### config.mk
export PLATFORM = sky130hd
export DESIGN_NAME = vmcp_ram
export DESIGN_NICKNAME = d
export VERILOG_FILES = /design/src/sv/vmcp_ram.sv
export SDC_FILE = /design/constraint.sdc
export NUM_CORES = 2
export LEC_CHECK = 0
export BUFFER_PORTS_ARGS = -buffer_cell sky130_fd_sc_hd__buf_4
export CORE_ASPECT_RATIO = 0.5
export CORE_MARGIN = 2
export CORE_UTILIZATION = 60
export DETAILED_ROUTE_END_ITERATION = 7
export PLACE_DENSITY = 0.76
export SYNTH_ARGS = -nofsm -noshare
export SYNTH_HDL_FRONTEND = slang
export SYNTH_SLANG_ARGS = --single-unit
### constraint.sdc
create_clock -name clock -period 3.8 [get_ports clock]
set_input_delay 0 -clock clock [delete_from_list [all_inputs] [get_ports clock]]
set_output_delay 0 -clock clock [all_outputs]
set_load 0.02 [all_outputs]
### src/sv/vmcp_ram.sv
// Generic single-clock RAM, one write and one read port, registered read.
// No dependencies.
module vmcp_ram #(
   parameter int WIDTH = 8,
   parameter int DEPTH = 256
) (
   input  logic                     clock,
   input  logic                     wr_en,
   input  logic [$clog2(DEPTH)-1:0] wr_addr,
   input  logic [WIDTH-1:0]         wr_data,
   input  logic                     rd_en,
   input  logic [$clog2(DEPTH)-1:0] rd_addr,
   output logic [WIDTH-1:0]         rd_data
);

   logic [WIDTH-1:0] mem [DEPTH];

   always_ff @(posedge clock) begin
      if (wr_en) begin
         mem[wr_addr] <= wr_data;
      end
      if (rd_en) begin
         rd_data <= mem[rd_addr];
      end
   end

endmodule

### After elaboration in Yosys (flattened, before gate mapping)

Memory sizes are Yosys's and may differ from the RTL's. A register that Yosys moved wholly into a read port is not among the register bits.
Index checks and enable logic that the tools add are counted.

| word-level totals | value |
|---|---|
| memory bits (writable) | 2048 |
| word-level logic and storage cells | 3 |
| register bits after elaboration | 0 |
| output and inout bits | 8 |
| bits of input ports | 27 |
| memories kept | 1 |

Memories:

| name | depth | bits a word | rd ports | clocked after memory_dff | write ports | line | text |
|---|---|---|---|---|---|---|---|
| mem | 256 | 8 | 1 | 1 | 1 | 16 | `logic [WIDTH-1:0] mem [DEPTH];` |

| cells by class | value |
|---|---|
| multiplexer cells | 2 |

Operator list:

| cell | number |
|---|---|
| $mux 1 | 2 |

### Longest topological paths before layout

| depth | value |
|---|---|
| depth after elaboration | 2 |
| mapped depth | 11 |
| gate-level depth less buffers | 6 |

### Worst setup path before layout

Ideal clock, no wire load.

| path | value |
|---|---|
| path type | input-to-reg |
| start point | input port rd_addr[0] |
| end point | register rd_data[2], read port of mem, data pin |
| setup slack | 1.724 ns |
| library setup time | 0.269 ns |
| buffers on the path | 4 |
| data required time | 3.531 ns |
| arrival | 1.807 ns |
| stages on the path | 9 |
| cells stage by stage | buf_6 > buf_12 > buf_8 > buf_2 > mux4_2 > a22oi_1 > a21oi_1 > nor4_1 > nor4_2 |

RTL lines:

| item | line | text |
|---|---|---|
| from (decl) | 12 | `input logic [$clog2(DEPTH)-1:0] rd_addr,` |
| to (decl) | 13 | `output logic [WIDTH-1:0] rd_data` |

==> impl_results.md <==
- Fin Clk Skew: 0.0372 ns
- Initial DRT Pass Iterations: 6
- Most common library cells after synthesis: 2,056 x edfxtp_1, 454 x mux4_2, 282 x nor2_1
- Initial antenna violation count: 9
- Yosys cell types: 54
- Most common cell in the synthesized netlist: edfxtp_1
- Initial Utilization: 60.5%
- Most area-hungry cell type in the Yosys netlist: edfxtp_1
- Cells on worst reg2reg path: 6
- Clk Latency, worst-skew pair: 0.81 ns
- Sequential-to-total area share from yosys stat: 77.5%
- Setup violations, final: 0
- Antenna-violating nets left: 0
- Hpwl dp: 118,000 um
- Dpl cells: 5,465
- Finished Cell Area: 87,600 um^2
- DRC marker count from the first detailed-route iteration: 6,260
- Hold depth: 1
- Die width: 519 um
- Max stage delay cell, worst path: nor3_1
- Via/cell ratio: 6.92
- Via count of the routed design: 40,000
- Final Cycle Share: 81.3%
- Placed cell areas: 82,300 um^2
- Final Util: 66.5%
- Outcome: finished, final reports clean
- P&R area growth vs syn: 9.96%
- Clock Sinks: 2,056
- Hold Path Class: in2reg
- # hold bufs at CTS: 11
- Multi-input logic area: 16,500 um^2
- Crit path buffers/inverters: 0
- Worst R2R End: rd_data[5]
- R2r startpoint: mem[83][5]
- Static leakage: 26.9 nW
- Row count: 94
- Largest net degree at the start of global routing: 153
- RSZ-0062 raised after global routing: no
- Critical Path RT: 4.32 ns
- Crit path DAT: 3.60 ns
- Sequential cell area: 61,700 um^2
- Total core area: 132,000 um^2
- Synthesized flop and latch total: 2,056
- Slowest cell delay on critical path: 0.99 ns
- Full die area: 136,000 um^2
- Max_cap viols: 0
- Maximum clock frequency: 324 MHz
- PnR Total Power: 44.1 mW
- GRT overflow: 0
- Layout cells sized above 1: 22.0%
- Pwr Density: 504 nW/um^2
- Main flop type after synthesis: edfxtp_1
- Max Fanout on Critical Path: 1
- First-pass GRT wire length: 278,000 um
- Worst setup margin: 0.712 ns
- Crit Path Category: reg2reg
- Overall die height: 262 um
- Fin crit period: 3.09 ns
- Post-synthesis instance area: 79,600 um^2
- Syn_area_per_cell: 21.3 um^2
- Relative max-transition margin: 12.1%
- Port buffer count: 34
- CTS root buffer: clkbuf_16
- Total setup buffers inserted after CTS: 0
- # DRC: 0
- FILL cells: 7,954
- Critical Path Start Type: register
- CP cell instances: mux4_2, a22o_1, a221oi_1, o32ai_1, nor3_1, nor4_1
- Sum Neg Setup Slack: 0 ns
- Drt wl/cell: 33.3 um
- CTS Buf Count: 170
- Final slew viol count: 0
- Global Route Usage Sum: 28.7%
- TritonCTS clock tree: built
- Layout net count: 3,900
- Post-Layout Cell Count: 5,783
- Worst hold margin: 0.0191 ns
- Net count after synthesis: 3,760
- Synth Instances: 3,733
- Clock transition at path regs: 0.07 ns
- Pre-CTS setup slack: 0.315 ns
- Max clock buf depth: 3
- Worst-Margin Slew: 1.32 ns
- H-tree depth: 4
- Top cell type's share of synthesized area: 77.5%
- Final WL: 193,000 um
- Number of global-route vias before repair: 39,400
- Ys async rst share: 0%
- Post-synth EDFFs: 2,056
- Hold wc startpoint: wr_data[4]
- Worst setup EP type: register
- Top cells by area, synth: edfxtp_1 78%, mux4_2 13%, mux2i_1 1.7%
- Hold Fails Final Rpt: 0
- Yosys warns: 0
- Post_cts resized: 0
- Maximum VDD drop: 0.417 mV
- Hold Path End: mem[83][4]
- FF-to-FF setup slack: 0.71 ns
- Delay-heaviest family, CP: simple AND/OR/NAND/NOR gates
- Placer Congestion: 0.931
- I/O pin total: 35
==> report_power, final <==
part	switching [mW]	total, mW	leakage (nW)	internal [mW]
clock	7.87	16.8	2.52	8.91
combinational	1.52	2.33	5.90	0.813
sequential	0.0299	25.0	18.5	25.0
==> layout by cell type, fill, tap and decap left out, types with 34 or more instances in the layout <==
cell,synthesis,final
clkbuf_1,111,47
clkinv_1,1,38
clkbuf_16,0,176
a22oi_1,133,133
nand3_1,34,34
edfxtp_1,2056,2056
mux4_2,454,454
mux2i_1,134,134
buf_4,27,150
a21oi_1,96,96
nor2_1,282,279
o221ai_1,46,46
==> flip-flops by register name, indices dropped and copies added (netlist names) <==
| register | count |
|---|---|
| mem | 2048 |
| rd_data | 8 |
==> per-layer routing <==
metal	wire length [um]	up-vias	global-route usage, %
li1	-	16000	-
met1	71800	20800	41.3
met2	89400	2863	43.6
met3	25000	392	7.50
met4	6450	6	9.65
met5	34	-	0
==> worst max-delay path by stage <==
stage,startpoint,slack (ns),endpoint,depth (start not counted)
after floorplan,rd_addr[0],1.72,rd_data[2],9
after global placement,rd_addr[1],0.29,rd_data[5],8
after detailed placement,rd_addr[1],0.31,rd_data[5],8
after CTS,mem[83][5],0.78,rd_data[5],6
after global routing,mem[83][5],0.65,rd_data[5],6
final,mem[83][5],0.71,rd_data[5],6
==> cell type report <==
class                      instances  share of cell area [%]
inverter                           2                 0.00857
clock buffer                     223                    5.23
antenna                            2                 0.00572
clock inverter                    81                   0.663
timing repair buffer             201                    2.25
sequential                      2056                    70.5
multi-input combinational       1442                    18.8
tap                             1776                    2.54
==> cell families (layout without fill, tap and decap cells) <==
logic type             Yosys count  in the layout  synth area share, %
muxes                          591            591                 14.6
AOI/OAI and AO/OA              385            385                 3.42
and+or+nand+nor                466            466                 2.63
buffers and inverters          235            507                 1.83
other                            0              2                    0
DFF                           2056           2056                 77.5
Power figures use the tool's default switching activity.
