`src/sv/vmcp_pkg.sv`:
```
// Shared constants and types for the video memory CPU port.
// No dependencies; imported by vmcp_clear, the core and the bench.
package vmcp_pkg;

   localparam int ADDR_BITS = 14;
   localparam int RAM_DEPTH = 1 << ADDR_BITS;
   localparam int NUM_REGS  = 8;
   localparam int LOW_BITS  = 6;

   // access kinds carried on req_tuser
   localparam logic [1:0] MODE_READ  = 2'd0;
   localparam logic [1:0] MODE_WRITE = 2'd1;
   localparam logic [1:0] MODE_CMD   = 2'd2;

   // second command byte, bits 7..6
   localparam logic [1:0] CMD_SET_READ  = 2'd0;
   localparam logic [1:0] CMD_SET_WRITE = 2'd1;
   localparam logic [1:0] CMD_REG_WRITE = 2'd2;

   localparam int RSP_BITS = 24;

   typedef logic [ADDR_BITS-1:0] addr_type;

   typedef struct packed {
      logic     busy;
      addr_type addr;
   } clear_status_type;

endpackage

```
`src/sv/vmcp_clear.sv`:
```
// Post-reset sweep that zeroes the video RAM one byte per cycle.
// Depends on vmcp_pkg.
module vmcp_clear import vmcp_pkg::*; (
   input  logic             clock,
   input  logic             reset,
   output clear_status_type status
);

   logic     busy_ff, busy_in;
   addr_type cnt_ff, cnt_in;

   always_comb begin
      busy_in = busy_ff;
      cnt_in  = cnt_ff;
      if (busy_ff) begin
         cnt_in = cnt_ff + addr_type'(1);
         if (cnt_ff == {ADDR_BITS{1'b1}}) begin
            busy_in = 1'b0;
         end
      end
   end

   always_ff @(posedge clock) begin
      if (reset) begin
         busy_ff <= 1'b1;
         cnt_ff  <= '0;
      end else begin
         busy_ff <= busy_in;
         cnt_ff  <= cnt_in;
      end
   end

   assign status.busy = busy_ff;
   assign status.addr = cnt_ff;

endmodule

```
`config.mk`:
```
export PLATFORM = sky130hd
export DESIGN_NAME = vmcp_clear
export DESIGN_NICKNAME = d
export VERILOG_FILES = /design/src/sv/vmcp_pkg.sv /design/src/sv/vmcp_clear.sv
export SDC_FILE = /design/constraint.sdc
export NUM_CORES = 1
export LEC_CHECK = 0
export ABC_AREA = 1
export BUFFER_PORTS_ARGS = -buffer_cell sky130_fd_sc_hd__buf_2
export CELL_PAD_IN_SITES_DETAIL_PLACEMENT = 0
export CELL_PAD_IN_SITES_GLOBAL_PLACEMENT = 1
export CORE_UTILIZATION = 32
export DETAILED_ROUTE_END_ITERATION = 10
export PLACE_DENSITY_LB_ADDON = 0.2
export SLEW_MARGIN = 15
export SYNTH_ARGS = -nofsm -noshare
export SYNTH_HDL_FRONTEND = slang
export SYNTH_SLANG_ARGS = --single-unit
export TNS_END_PERCENT = 20
```
`constraint.sdc`:
```
create_clock -name clock -period 1.1 [get_ports clock]
set_input_delay 0.11 -clock clock [delete_from_list [all_inputs] [get_ports clock]]
set_output_delay 0.11 -clock clock [all_outputs]
set_load 0.05 [all_outputs]
```
Word-level counts from Yosys, hierarchy flattened
Cells that the tools add are included.
{"block": "word_totals", "regBits": 15, "latch_bits": 0, "ram_bits": 0, "rom_bits": 0, "input_bits": 2, "out_inout_bits": 15, "elab_cells": 6, "mem_count": 0}
{"block": "op_classes", "n_addsub": 1, "mul": 0, "div": 0, "n_lt_le_gt_ge": 0, "n_eq_ne": 1, "shift": 0, "muxes": 2, "bitwise": 0, "n_reduce_logical": 0}
{"cell": "adder 14 x 1 -> 14 bit (second input constant)", "count": 1}
{"cell": "== test 14 bit (second input constant)", "count": 1}
{"cell": "2-to-1 mux 1 bit", "count": 2}

Logic depth before layout (Yosys ltp)
Gate-level depths: netlist of the first run.
{"block": "depth", "ltp_word": 3, "depth_mapped": 7, "mapped_depth_nobuf": 7}

Least setup slack after synthesis of the first run
OpenSTA, ideal clock, no wires.
{"block": "synth_path", "path_type": "register -> register", "start": "reg cnt_ff[0]", "end": "reg cnt_ff[12]", "setup_ns": 0.116, "t_arrival_ns": 1.480, "t_required_ns": 0.984, "path_slack_ns": -0.496, "stages_incl_launch_ff": 7, "n_path_buf": 0, "period_less_slack_ns": 1.596, "cell_sequence": "dfxtp_1 -> ha_1 -> nand3_1 -> nor2_4 -> nand2_2 -> o21ai_0 -> nor2_1"}
{"block": "synth_between", "elab_chain_len": 1}
{"item": "start, declared", "line_no": "vmcp_clear.sv:10", "text": "addr_type cnt_ff, cnt_in;"}
{"item": "start signal, assigned", "line_no": "vmcp_clear.sv:29", "text": "cnt_ff <= cnt_in;"}
{"item": "adder 14 x 1 -> 14 bit", "line_no": "vmcp_clear.sv:16", "text": "cnt_in = cnt_ff + addr_type'(1);"}
No other way between the ends.
A chain may end at the register's enable or synchronous reset.

Final worst setup path of the first run
{"block": "layout_path", "start": "reg cnt_ff[1]", "end": "reg busy_ff"}
{"block": "layout_between", "elab_chain_len": 3}
{"item": "== test 14 bit", "line_no": "vmcp_clear.sv:17", "text": "if (cnt_ff == {ADDR_BITS{1'b1}}) begin"}
{"item": "2-to-1 mux 1 bit", "line_no": "vmcp_clear.sv:17"}
{"item": "2-to-1 mux 1 bit", "line_no": "vmcp_clear.sv:15", "text": "if (busy_ff) begin"}
{"item": "end signal, assigned", "line_no": "vmcp_clear.sv:28", "text": "busy_ff <= busy_in;"}
{"item": "end, declared", "line_no": "vmcp_clear.sv:9", "text": "logic busy_ff, busy_in;"}
No other way between the ends.

==> flow_summary.toml, run 1 <==
[yosys]
post_synthesis_cell_type_with_the_largest_combined_area = "dfxtp_1"
asyncSetResetFlopFracSynth_pct = 0
mappedNetlistArea_sq_um = 756
synth.top_cells.by_area = "dfxtp_1 40%, nand2_1 13%, nor2_1 11%"
post_synth_and_or_nand_nor_area_fraction_pct = 39.9
post_synth.cell_area_avg_sq_um = 6.81
netlist.area_leader.share_pct = 39.7
synth-adder-area-share_pct = 1.66
fraction_of_the_mapped_netlist_area_in_compound_gates_pct = 7.28
yosys_most_used_dff = "dfxtp_1"
yosys_warnings = 0
ys_seq_area_share_pct = 39.7
synth-xor-area-share_pct = 2.32
synth_nets = 114
synth_cell_types = 17
synthMuxAreaShare_pct = 0
edff_count_synth = 0
synth.ff_latch_count = 15
largest_family_of_logic_cells_by_synthesized_area = "simple AND/OR/NAND/NOR gates"
postSynthCellCount = 111

[final_layout]
area_of_all_sequential_standard_cells_sq_um = 333
area_growth_pct = 41.6
design.final.nets = 143
multi_input_comb_area_sq_um = 424
finish.instance_area_sq_um = 1070
final_cells = 167
layout.filler_cells = 240
antenna_cells_inserted = 0
final_layout_size_suffix_gt1_share_pct = 40.3

[routing]
detail_route.iter0.violations = 13
drc = 0
detail_route.vias_per_cell = 4.52
antenna_violating_nets_post_route = 0
totalWireLength_um = 1690
num_vias = 755
wl_per_cell_um = 10.1
drt_first_pass_iters = 4

[floorplan]
design.die.area_sq_um = 2560
num_rows = 17
starting_density_of_the_core_pct = 34.2
floorplan.die.height_um = 50.6
die_w_um = 50.6
pin_count = 17
fp.coreArea_sq_um = 2210

[placed_design]
place_area_sq_um = 972
detailedPlacementHpwl_um = 1300
gp_congestion = 0.737
number_of_placed_cells_counting_well_taps = 162
buffer_ports.inserted = 16

[worst_setup_path]
timing.setup.critical_path_class = "reg2reg"
worstPathMaxFanout = 5
critical_path_arrival_ns = 1.28
critPathCaptureType = "flip-flop"
critical_path_required_ns = 1.27
timing.critical_path.from_type = "flip-flop"
timing.reg2reg.setup_slack_ns = -0.0005
timing.rr.end = "busy_ff$_SDFF_PP1_"
r2r.worst_path.cells = 6
worstReg2RegStart = "cnt_ff[1]$_SDFFE_PP0P_"

[grt]
number_of_global_route_vias_before_repair = 649
grt-ovfl-total = 0
grt_start_max_net_pins = 14
grt_first_pass_wirelength_um = 2790
initial_antenna_violation_count = 0
grt.total_usage_pct = 15.2

[pwr]
powerDensity_nw_per_um2 = 925
vdd_drop_max_uv = 621
cellLeakagePower_nw = 0.442
post_route_total_power_mw = 0.989

[min_path]
hold-path-cell-count = 3
hold_class = "in2reg"
hold_path_startpoint = "reset"
hold_path_end = "busy_ff$_SDFF_PP1_"

[cts]
cts_buffers = 3
cts-root-buf = "clkbuf_4"
clock-sinks = 15
cts-root-to-sink-buffers = 2
tritoncts = "yes"
clk-insertion-delay-late_ns = 0.29
h-tree-depth = 1
cts.reportedPaths.clkPinSlew_ns = 0.09

[sta]
post-route-period-util_pct = 100
setup_violations = 1
tightest_slew_ns = 0.385
fmax_mhz = 909
hold_viol_final = 0
slew-limit-headroom_pct = 74.3
final.min_clock_period_ns = 1.10
timing.clock.skew_ns = 0.00310
unrepaired_setup_endpoints_after_global_routing = "true"
maxSlewViolCount = 0
finalWorstSetupSlack_ns = -0.000545

[run_status]
violations_in_the_final_reports = "negative setup slack"
outcome = "complete, but fails checks"

[run]
max-cap-violations = 0
layer usage:
metal	GRT usage, %	up-vias	wire, um
li1	-	406	-
met1	20.0	334	886
met2	21.8	10	713
met3	3.64	5	46
met4	9.72	0	45
met5	0	-	0
final cells by class:
cell class | instances | share of cell area [%]
well taps | 28 | 3.27
repair buffers | 27 | 18.9
flip-flops and latches | 15 | 31.1
multi-input cells | 80 | 39.6
inverters | 13 | 4.56
clock buffers | 4 | 2.46
kinds of logic (layout without fill, tap and decap cells):
kind of cell | count (synthesis) | in the layout
and+or+nand+nor | 66 | 66
buffers and inverters | 16 | 44
DFF | 15 | 15
AOI/OAI and AO/OA | 11 | 11
xor gates and xnor gates | 2 | 2
adders and majority gates | 1 | 1
worst max path at each step:
| stage | endpoint | slack (ns) | start |
|---|---|---|---|
| 3_5_place_dp | cnt_ff[6]$_SDFFE_PP0P_ | -0.08 | busy_ff$_SDFF_PP1_ |
| 3_3_place_gp | cnt_ff[11]$_SDFFE_PP0P_ | -0.08 | busy_ff$_SDFF_PP1_ |
| 5_1_grt | busy_ff$_SDFF_PP1_ | -0.11 | cnt_ff[1]$_SDFFE_PP0P_ |
| 4_1_cts | cnt_ff[12]$_SDFFE_PP0P_ | 0.001 | cnt_ff[1]$_SDFFE_PP0P_ |
| 6_report | busy_ff$_SDFF_PP1_ | -0.0005 | cnt_ff[1]$_SDFFE_PP0P_ |
| 2_1_floorplan | cnt_ff[12]$_SDFFE_PP0P_ | -0.09 | cnt_ff[0]$_SDFFE_PP0P_ |
cells in the final DEF (no fill, tap or decap):
cell type / instances
ha_4: 1
dlygate4sd3_1: 1
buf_4: 10
buf_8: 1
inv_1: 13
o21ai_1: 4
buf_6: 4
nand2_1: 25
xnor2_1: 2
a21oi_1: 5
dfxtp_1: 1
nor2_4: 3
clkbuf_4: 4
nor2_1: 22
buf_2: 10
dfxtp_4: 6
dfxtp_2: 8
nor2_2: 1
nand2_2: 2
nand3_1: 5
nand4_1: 2
o21ai_0: 2
nor3_2: 2
clkbuf_1: 1
nand3_2: 4
synthesized netlist by cell type (3+ instances only):
master	number
nand3_1	7
inv_1	13
a21oi_1	5
dfxtp_1	15
nand2_1	26
o21ai_0	4
nor2_1	23
nor2_4	3
what timing repair did:
action                     4_1_cts  5_1_grt
pin swaps                        1        2
hold endpoints to repair         2        0
gates resized for setup          9       10
setup endpoints to repair       15       15
hold buffers                     1        0
setup buffers                    0        0
metrics by stage:
| stage | util (%) | setup TNS (ns) | setup slack (ns) | hold slack, ns |
|---|---|---|---|---|
| detailed placement | 43.9 | -0.355 | -0.0806 | 0.299 |
| finish | 48.4 | -0.000545 | -0.000545 | 0.222 |
| global route | 48.4 | -0.534 | -0.109 | 0.250 |
| CTS | 46.7 | 0 | 0.00141 | 0.211 |
| floorplan | - | -0.635 | -0.0919 | 0.173 |
| global placement | 43.9 | -0.287 | -0.0812 | 0.292 |
where the power goes:
| part | internal (mW) | switching (mW) | total, mW |
|---|---|---|---|
| logic | 0.0441 | 0.0637 | 0.108 |
| registers | 0.543 | 0.0140 | 0.557 |
| clock network | 0.141 | 0.183 | 0.324 |
critical path: stages, from the launching register on:
cell and delay, ns:
dfxtp_4 0.38, ha_4 0.14, nand3_2 0.09, nor2_4 0.14, nand2_1 0.07, o21ai_1 0.11
nand2_1 0.05
state kept, by name (all words and copies together), names as in the netlist:
name     count
cnt_ff      14
busy_ff      1
Power figures use the tool's default switching activity.
==> run 2, diff against run 1 <==
RECOVER_POWER = 25   (was default)
SLEW_MARGIN = default   (was 15)
==> run 2 against run 1 <==
Effect of this change: the run still ends with negative setup slack left; routed wire length is the same; largest power group unchanged; sequential cell count is the same; combinational power is essentially flat; clock power is essentially flat; cell area is the same; largest cell class unchanged; critical endpoint unchanged; register-to-register slack is essentially flat.
==> flow_summary.toml, run 2 (synthesis gave the netlist of run 1 again) <==
[run_status]
outcome = "complete, but fails checks"
violations_in_the_final_reports = "negative setup slack"

[pwr]
powerDensity_nw_per_um2 = 925
vdd_drop_max_uv = 621
cellLeakagePower_nw = 0.441

[sta]
setup_violations = 1
holdWs_ns = 0.222
hold_viol_final = 0
post-route-period-util_pct = 100
slew-limit-headroom_pct = 74.3
finalSetupTns_ns = -0.000545
finalWorstSetupSlack_ns = -0.000545
maxSlewViolCount = 0
timing.clock.skew_ns = 0.00310
final.min_clock_period_ns = 1.10
unrepaired_setup_endpoints_after_global_routing = "true"
tightest_slew_ns = 0.385
fmax_mhz = 909

[worst_setup_path]
r2r.worst_path.cells = 6
timing.critical_path.mode_cell = "nand2_1"
timing.critical_path.from_type = "flip-flop"
critical_path_required_ns = 1.27
crit_buf_inv = 0
cp_slowest_cell = "dfxtp_4"
worstPathMaxFanout = 5
critPathCaptureType = "flip-flop"
worst_path_dominant_cell_family = "flip-flops"
timing.reg2reg.setup_slack_ns = -0.0005
critical_path_arrival_ns = 1.28
timing.rr.end = "busy_ff$_SDFF_PP1_"
timing.critical_path.cells = "ha_4 -> nand3_2 -> nor2_4 -> nand2_1 -> o21ai_1 -> nand2_1"
worstReg2RegStart = "cnt_ff[1]$_SDFFE_PP0P_"
timing.setup.critical_path_class = "reg2reg"
critical-path-max-stage-delay_ns = 0.38

[min_path]
hold_class = "in2reg"
hold-path-cell-count = 3
hold_path_end = "busy_ff$_SDFF_PP1_"
hold_path_startpoint = "reset"

[run]
max-cap-violations = 0

[final_layout]
antenna_cells_inserted = 0
final_common_cell = "nand2_1"
top_regs = "cnt_ff (14), busy_ff (1)"
regMostFlops = "cnt_ff"
layout.cells.most_common_list = "25 x nand2_1, 22 x nor2_1, 13 x inv_1, 9 x buf_2, 9 x buf_4"
largest_register_ff_count = 14
design.final.nets = 143
area_growth_pct = 41.6
final_layout_size_suffix_gt1_share_pct = 40.3

[floorplan]
num_rows = 17
fp.coreArea_sq_um = 2210
starting_density_of_the_core_pct = 34.2
pin_count = 17
design.die.area_sq_um = 2560
die_w_um = 50.6
floorplan.die.height_um = 50.6

[cts]
cts-root-to-sink-buffers = 2
setup_bufs_post_cts = 0
tritoncts = "yes"
cts.reportedPaths.clkPinSlew_ns = 0.09
clk-insertion-delay-late_ns = 0.29
clock-sinks = 15
cts_buffers = 3
h-tree-depth = 1
cts-root-buf = "clkbuf_4"

[routing]
detail_route.vias_per_cell = 4.52
totalWireLength_um = 1690
drt_first_pass_iters = 4
drc = 0
antenna_violating_nets_post_route = 0
detail_route.iter0.violations = 13
num_vias = 755
wl_per_cell_um = 10.1

[placed_design]
detailedPlacementHpwl_um = 1300
buffer_ports.inserted = 16
gp_congestion = 0.737

[grt]
grt_first_pass_wirelength_um = 2790
grt.total_usage_pct = 15.2
number_of_global_route_vias_before_repair = 649
initial_antenna_violation_count = 0
grt-ovfl-total = 0
grt_start_max_net_pins = 14
==> run 2: how the worst max path moves through the flow <==
stage | endpoint | cells after the start | start
global placement | cnt_ff[11]$_SDFFE_PP0P_ | 5 | busy_ff$_SDFF_PP1_
detailed placement | cnt_ff[6]$_SDFFE_PP0P_ | 5 | busy_ff$_SDFF_PP1_
finish | busy_ff$_SDFF_PP1_ | 6 | cnt_ff[1]$_SDFFE_PP0P_
CTS | cnt_ff[12]$_SDFFE_PP0P_ | 6 | cnt_ff[1]$_SDFFE_PP0P_
floorplan | cnt_ff[12]$_SDFFE_PP0P_ | 6 | cnt_ff[0]$_SDFFE_PP0P_
global route | busy_ff$_SDFF_PP1_ | 6 | cnt_ff[1]$_SDFFE_PP0P_
==> run 2: layer usage <==
metal / share of wire [%] / track usage, %
met1: 52 / 20.0
met2: 42 / 21.8
met3: 2.7 / 3.64
met4: 2.7 / 9.72
met5: 0 / 0
==> run 2: through the flow <==
| stage | instances | util [%] | instance area (sq um) | power [mW] | worst slack (ns) |
|---|---|---|---|---|---|
| after floorplan | 111 | - | 802 | 0.638 | -0.0919 |
| after global placement | 162 | 43.9 | 972 | 0.665 | -0.0812 |
| after detailed placement | 162 | 43.9 | 972 | 0.667 | -0.0806 |
| after CTS | 167 | 46.7 | 1030 | 1.01 | 0.00141 |
| after global routing | 167 | 48.4 | 1070 | 1.05 | -0.109 |
| final | 167 | 48.4 | 1070 | 0.990 | -0.000545 |
==> run 2: final cells by class <==
cell class / instances / area (sq um)
timing repair buffer: 27 / 203
inverter: 13 / 48.8
sequential: 15 / 333
fill: 240 / 1140
tap: 28 / 35.0
clock buffer: 4 / 26.3
multi-input combinational: 80 / 424
==> run 2: where the power goes <==
part           switching [mW]  total (mW)  internal [mW]  leakage, nW
Combinational          0.0637       0.108         0.0442        0.297
Clock                   0.183       0.324          0.141       0.0150
Sequential             0.0140       0.557          0.543        0.129
==> run 2: worst reg2reg max path: stages, from the launching register on <==
cell,delay [ns]
dfxtp_4,0.38
ha_4,0.14
nand3_2,0.09
nor2_4,0.14
nand2_1,0.07
o21ai_1,0.11
nand2_1,0.05
==> run 2: repair_timing <==
action,in CTS,in global routing
hold endpoints to repair,2,0
pin swaps,1,2
hold buffers,1,0
resized for setup,9,10
setup endpoints to repair,15,15
==> run 3, diff against run 2 <==
CORE_MARGIN = 5   (was default)
==> run 3 against run 2 <==
Effect of this change: the flow still finishes with violations (negative setup slack); critical path depth unchanged; setup slack got worse by 0.018 ns; sequential cell count unchanged; largest power group unchanged.
==> flow_summary.toml, run 3 (synthesis gave the netlist of run 1 again) <==
[run_status]
outcome = "complete, but fails checks"
violations_in_the_final_reports = "negative setup slack"

[cts]
cts.reportedPaths.clkPinSlew_ns = 0.09
cts-root-buf = "clkbuf_4"
setup_bufs_post_cts = 0
tritoncts = "yes"
clock-sinks = 15
clk-insertion-delay-late_ns = 0.28
h-tree-depth = 1
cts-root-to-sink-buffers = 2
cts_buffers = 3

[grt]
grt_start_max_net_pins = 14
number_of_global_route_vias_before_repair = 703
grt-ovfl-total = 0
grt_first_pass_wirelength_um = 2990
initial_antenna_violation_count = 0
grt.total_usage_pct = 11.2

[final_layout]
final_layout_size_suffix_gt1_share_pct = 39.7
design.final.nets = 145
final_cells = 169
layout.cells.most_common_list = "25 x nand2_1, 23 x nor2_1, 16 x buf_4, 13 x inv_1, 10 x buf_2"
final_common_cell = "nand2_1"
largest_register_ff_count = 14
regMostFlops = "cnt_ff"
final_util_pct = 47.4
area_growth_pct = 40.1
antenna_cells_inserted = 0
top_regs = "cnt_ff (14), busy_ff (1)"

[floorplan]
starting_density_of_the_core_pct = 33.8
design.die.area_sq_um = 3430
num_rows = 17
fp.coreArea_sq_um = 2230
die_w_um = 58.6
pin_count = 17
floorplan.die.height_um = 58.6

[worst_setup_path]
timing.rr.end = "cnt_ff[12]$_SDFFE_PP0P_"
crit_buf_inv = 0
critPathCaptureType = "flip-flop"
timing.reg2reg.setup_slack_ns = -0.02
timing.critical_path.from = "cnt_ff[1]$_SDFFE_PP0P_"
critical_path_arrival_ns = 1.30
critical-path-max-stage-delay_ns = 0.38
worst_path_dominant_cell_family = "flip-flops"
worstReg2RegStart = "cnt_ff[1]$_SDFFE_PP0P_"
timing.critical_path.from_type = "flip-flop"
r2r.worst_path.cells = 6
timing.critical_path.cells = "ha_4 -> nand3_2 -> nor2_4 -> nand2_2 -> o21ai_1 -> nor2_1"
cp_slowest_cell = "dfxtp_4"
worstPathMaxFanout = 5
timing.setup.critical_path_class = "reg2reg"
critical_path_required_ns = 1.28

[min_path]
hold-path-cell-count = 2
hold_path_end = "cnt_ff[5]$_SDFFE_PP0P_"
hold_path_startpoint = "cnt_ff[5]$_SDFFE_PP0P_"
hold_class = "reg2reg"

[placed_design]
detailedPlacementHpwl_um = 1450
number_of_placed_cells_counting_well_taps = 164
gp_congestion = 0.752
buffer_ports.inserted = 16

[routing]
wl_per_cell_um = 11.0
drc = 0
detail_route.iter0.violations = 21
antenna_violating_nets_post_route = 0
detail_route.vias_per_cell = 4.53
drt_first_pass_iters = 4
totalWireLength_um = 1870
num_vias = 766

[pwr]
powerDensity_nw_per_um2 = 925
vdd_drop_max_uv = 533
post_route_total_power_mw = 0.980
cellLeakagePower_nw = 0.445

[sta]
fmax_mhz = 894
unrepaired_setup_endpoints_after_global_routing = "true"
timing.clock.skew_ns = 0.00117
maxSlewViolCount = 0
slew-limit-headroom_pct = 81.6
setup_violations = 1
final.min_clock_period_ns = 1.12
post-route-period-util_pct = 102
tightest_slew_ns = 0.276
hold_viol_final = 0
finalWorstSetupSlack_ns = -0.0183

[run]
max-cap-violations = 0
[run 3: layout make-up]
class                   count  area (sq um)
well taps                  28          35.0
inverters                  13          48.8
multi-input cells          80           417
flip-flops and latches     15           335
repair buffers             29           196
fillers                   242          1170
clock buffers               4          26.3
[run 3: tightest hold or removal path: stages (launching register included)]
cell	delay, ns
dfxtp_2	0.36
nor2_1	0.10
nor2_1	0.05
[run 3: worst max path at each step]
stage               cells after the start                       to  slack, ns
finish                                  6  cnt_ff[12]$_SDFFE_PP0P_      -0.02
CTS                                     6  cnt_ff[12]$_SDFFE_PP0P_      -0.03
floorplan                               6  cnt_ff[12]$_SDFFE_PP0P_      -0.09
global placement                        5  cnt_ff[11]$_SDFFE_PP0P_      -0.09
detailed placement                      5  cnt_ff[10]$_SDFFE_PP0P_      -0.06
global route                            7  cnt_ff[12]$_SDFFE_PP0P_      -0.12
[run 3: report_power, final]
group	total, mW	internal (mW)	switching (mW)
sequential	0.556	0.541	0.0151
combinational	0.104	0.0416	0.0624
clock	0.319	0.140	0.179
[run 3: metrics by stage]
| stage | worst slack (ns) | cell area [sq um] | TNS [ns] | hold WS, ns |
|---|---|---|---|---|
| after global routing | -0.120 | 1060 | -0.577 | 0.546 |
| after floorplan | -0.0919 | 802 | -0.635 | 0.173 |
| after detailed placement | -0.0633 | 987 | -0.276 | 0.302 |
| final | -0.0183 | 1060 | -0.0183 | 0.528 |
| after CTS | -0.0253 | 1050 | -0.0253 | 0.534 |
| after global placement | -0.0916 | 987 | -0.310 | 0.295 |
[run 3: timing repair]
action / 4_1_cts / 5_1_grt
hold endpoints to repair: 1 / 0
endpoints found under the setup margin: 14 / 10
hold buffers: 1 / 0
cloned: 0 / 0
gates resized for setup: 9 / 3
pin swaps: 1 / 1
[run 3: per-layer routing]
layer  up-vias  track usage, %  share of wire (%)
met5         -               0                  0
met4         0            2.91               0.70
met3         2            2.85                3.6
met2         9            20.4                 49
met1       346            13.0                 47
li1        409               -                  -
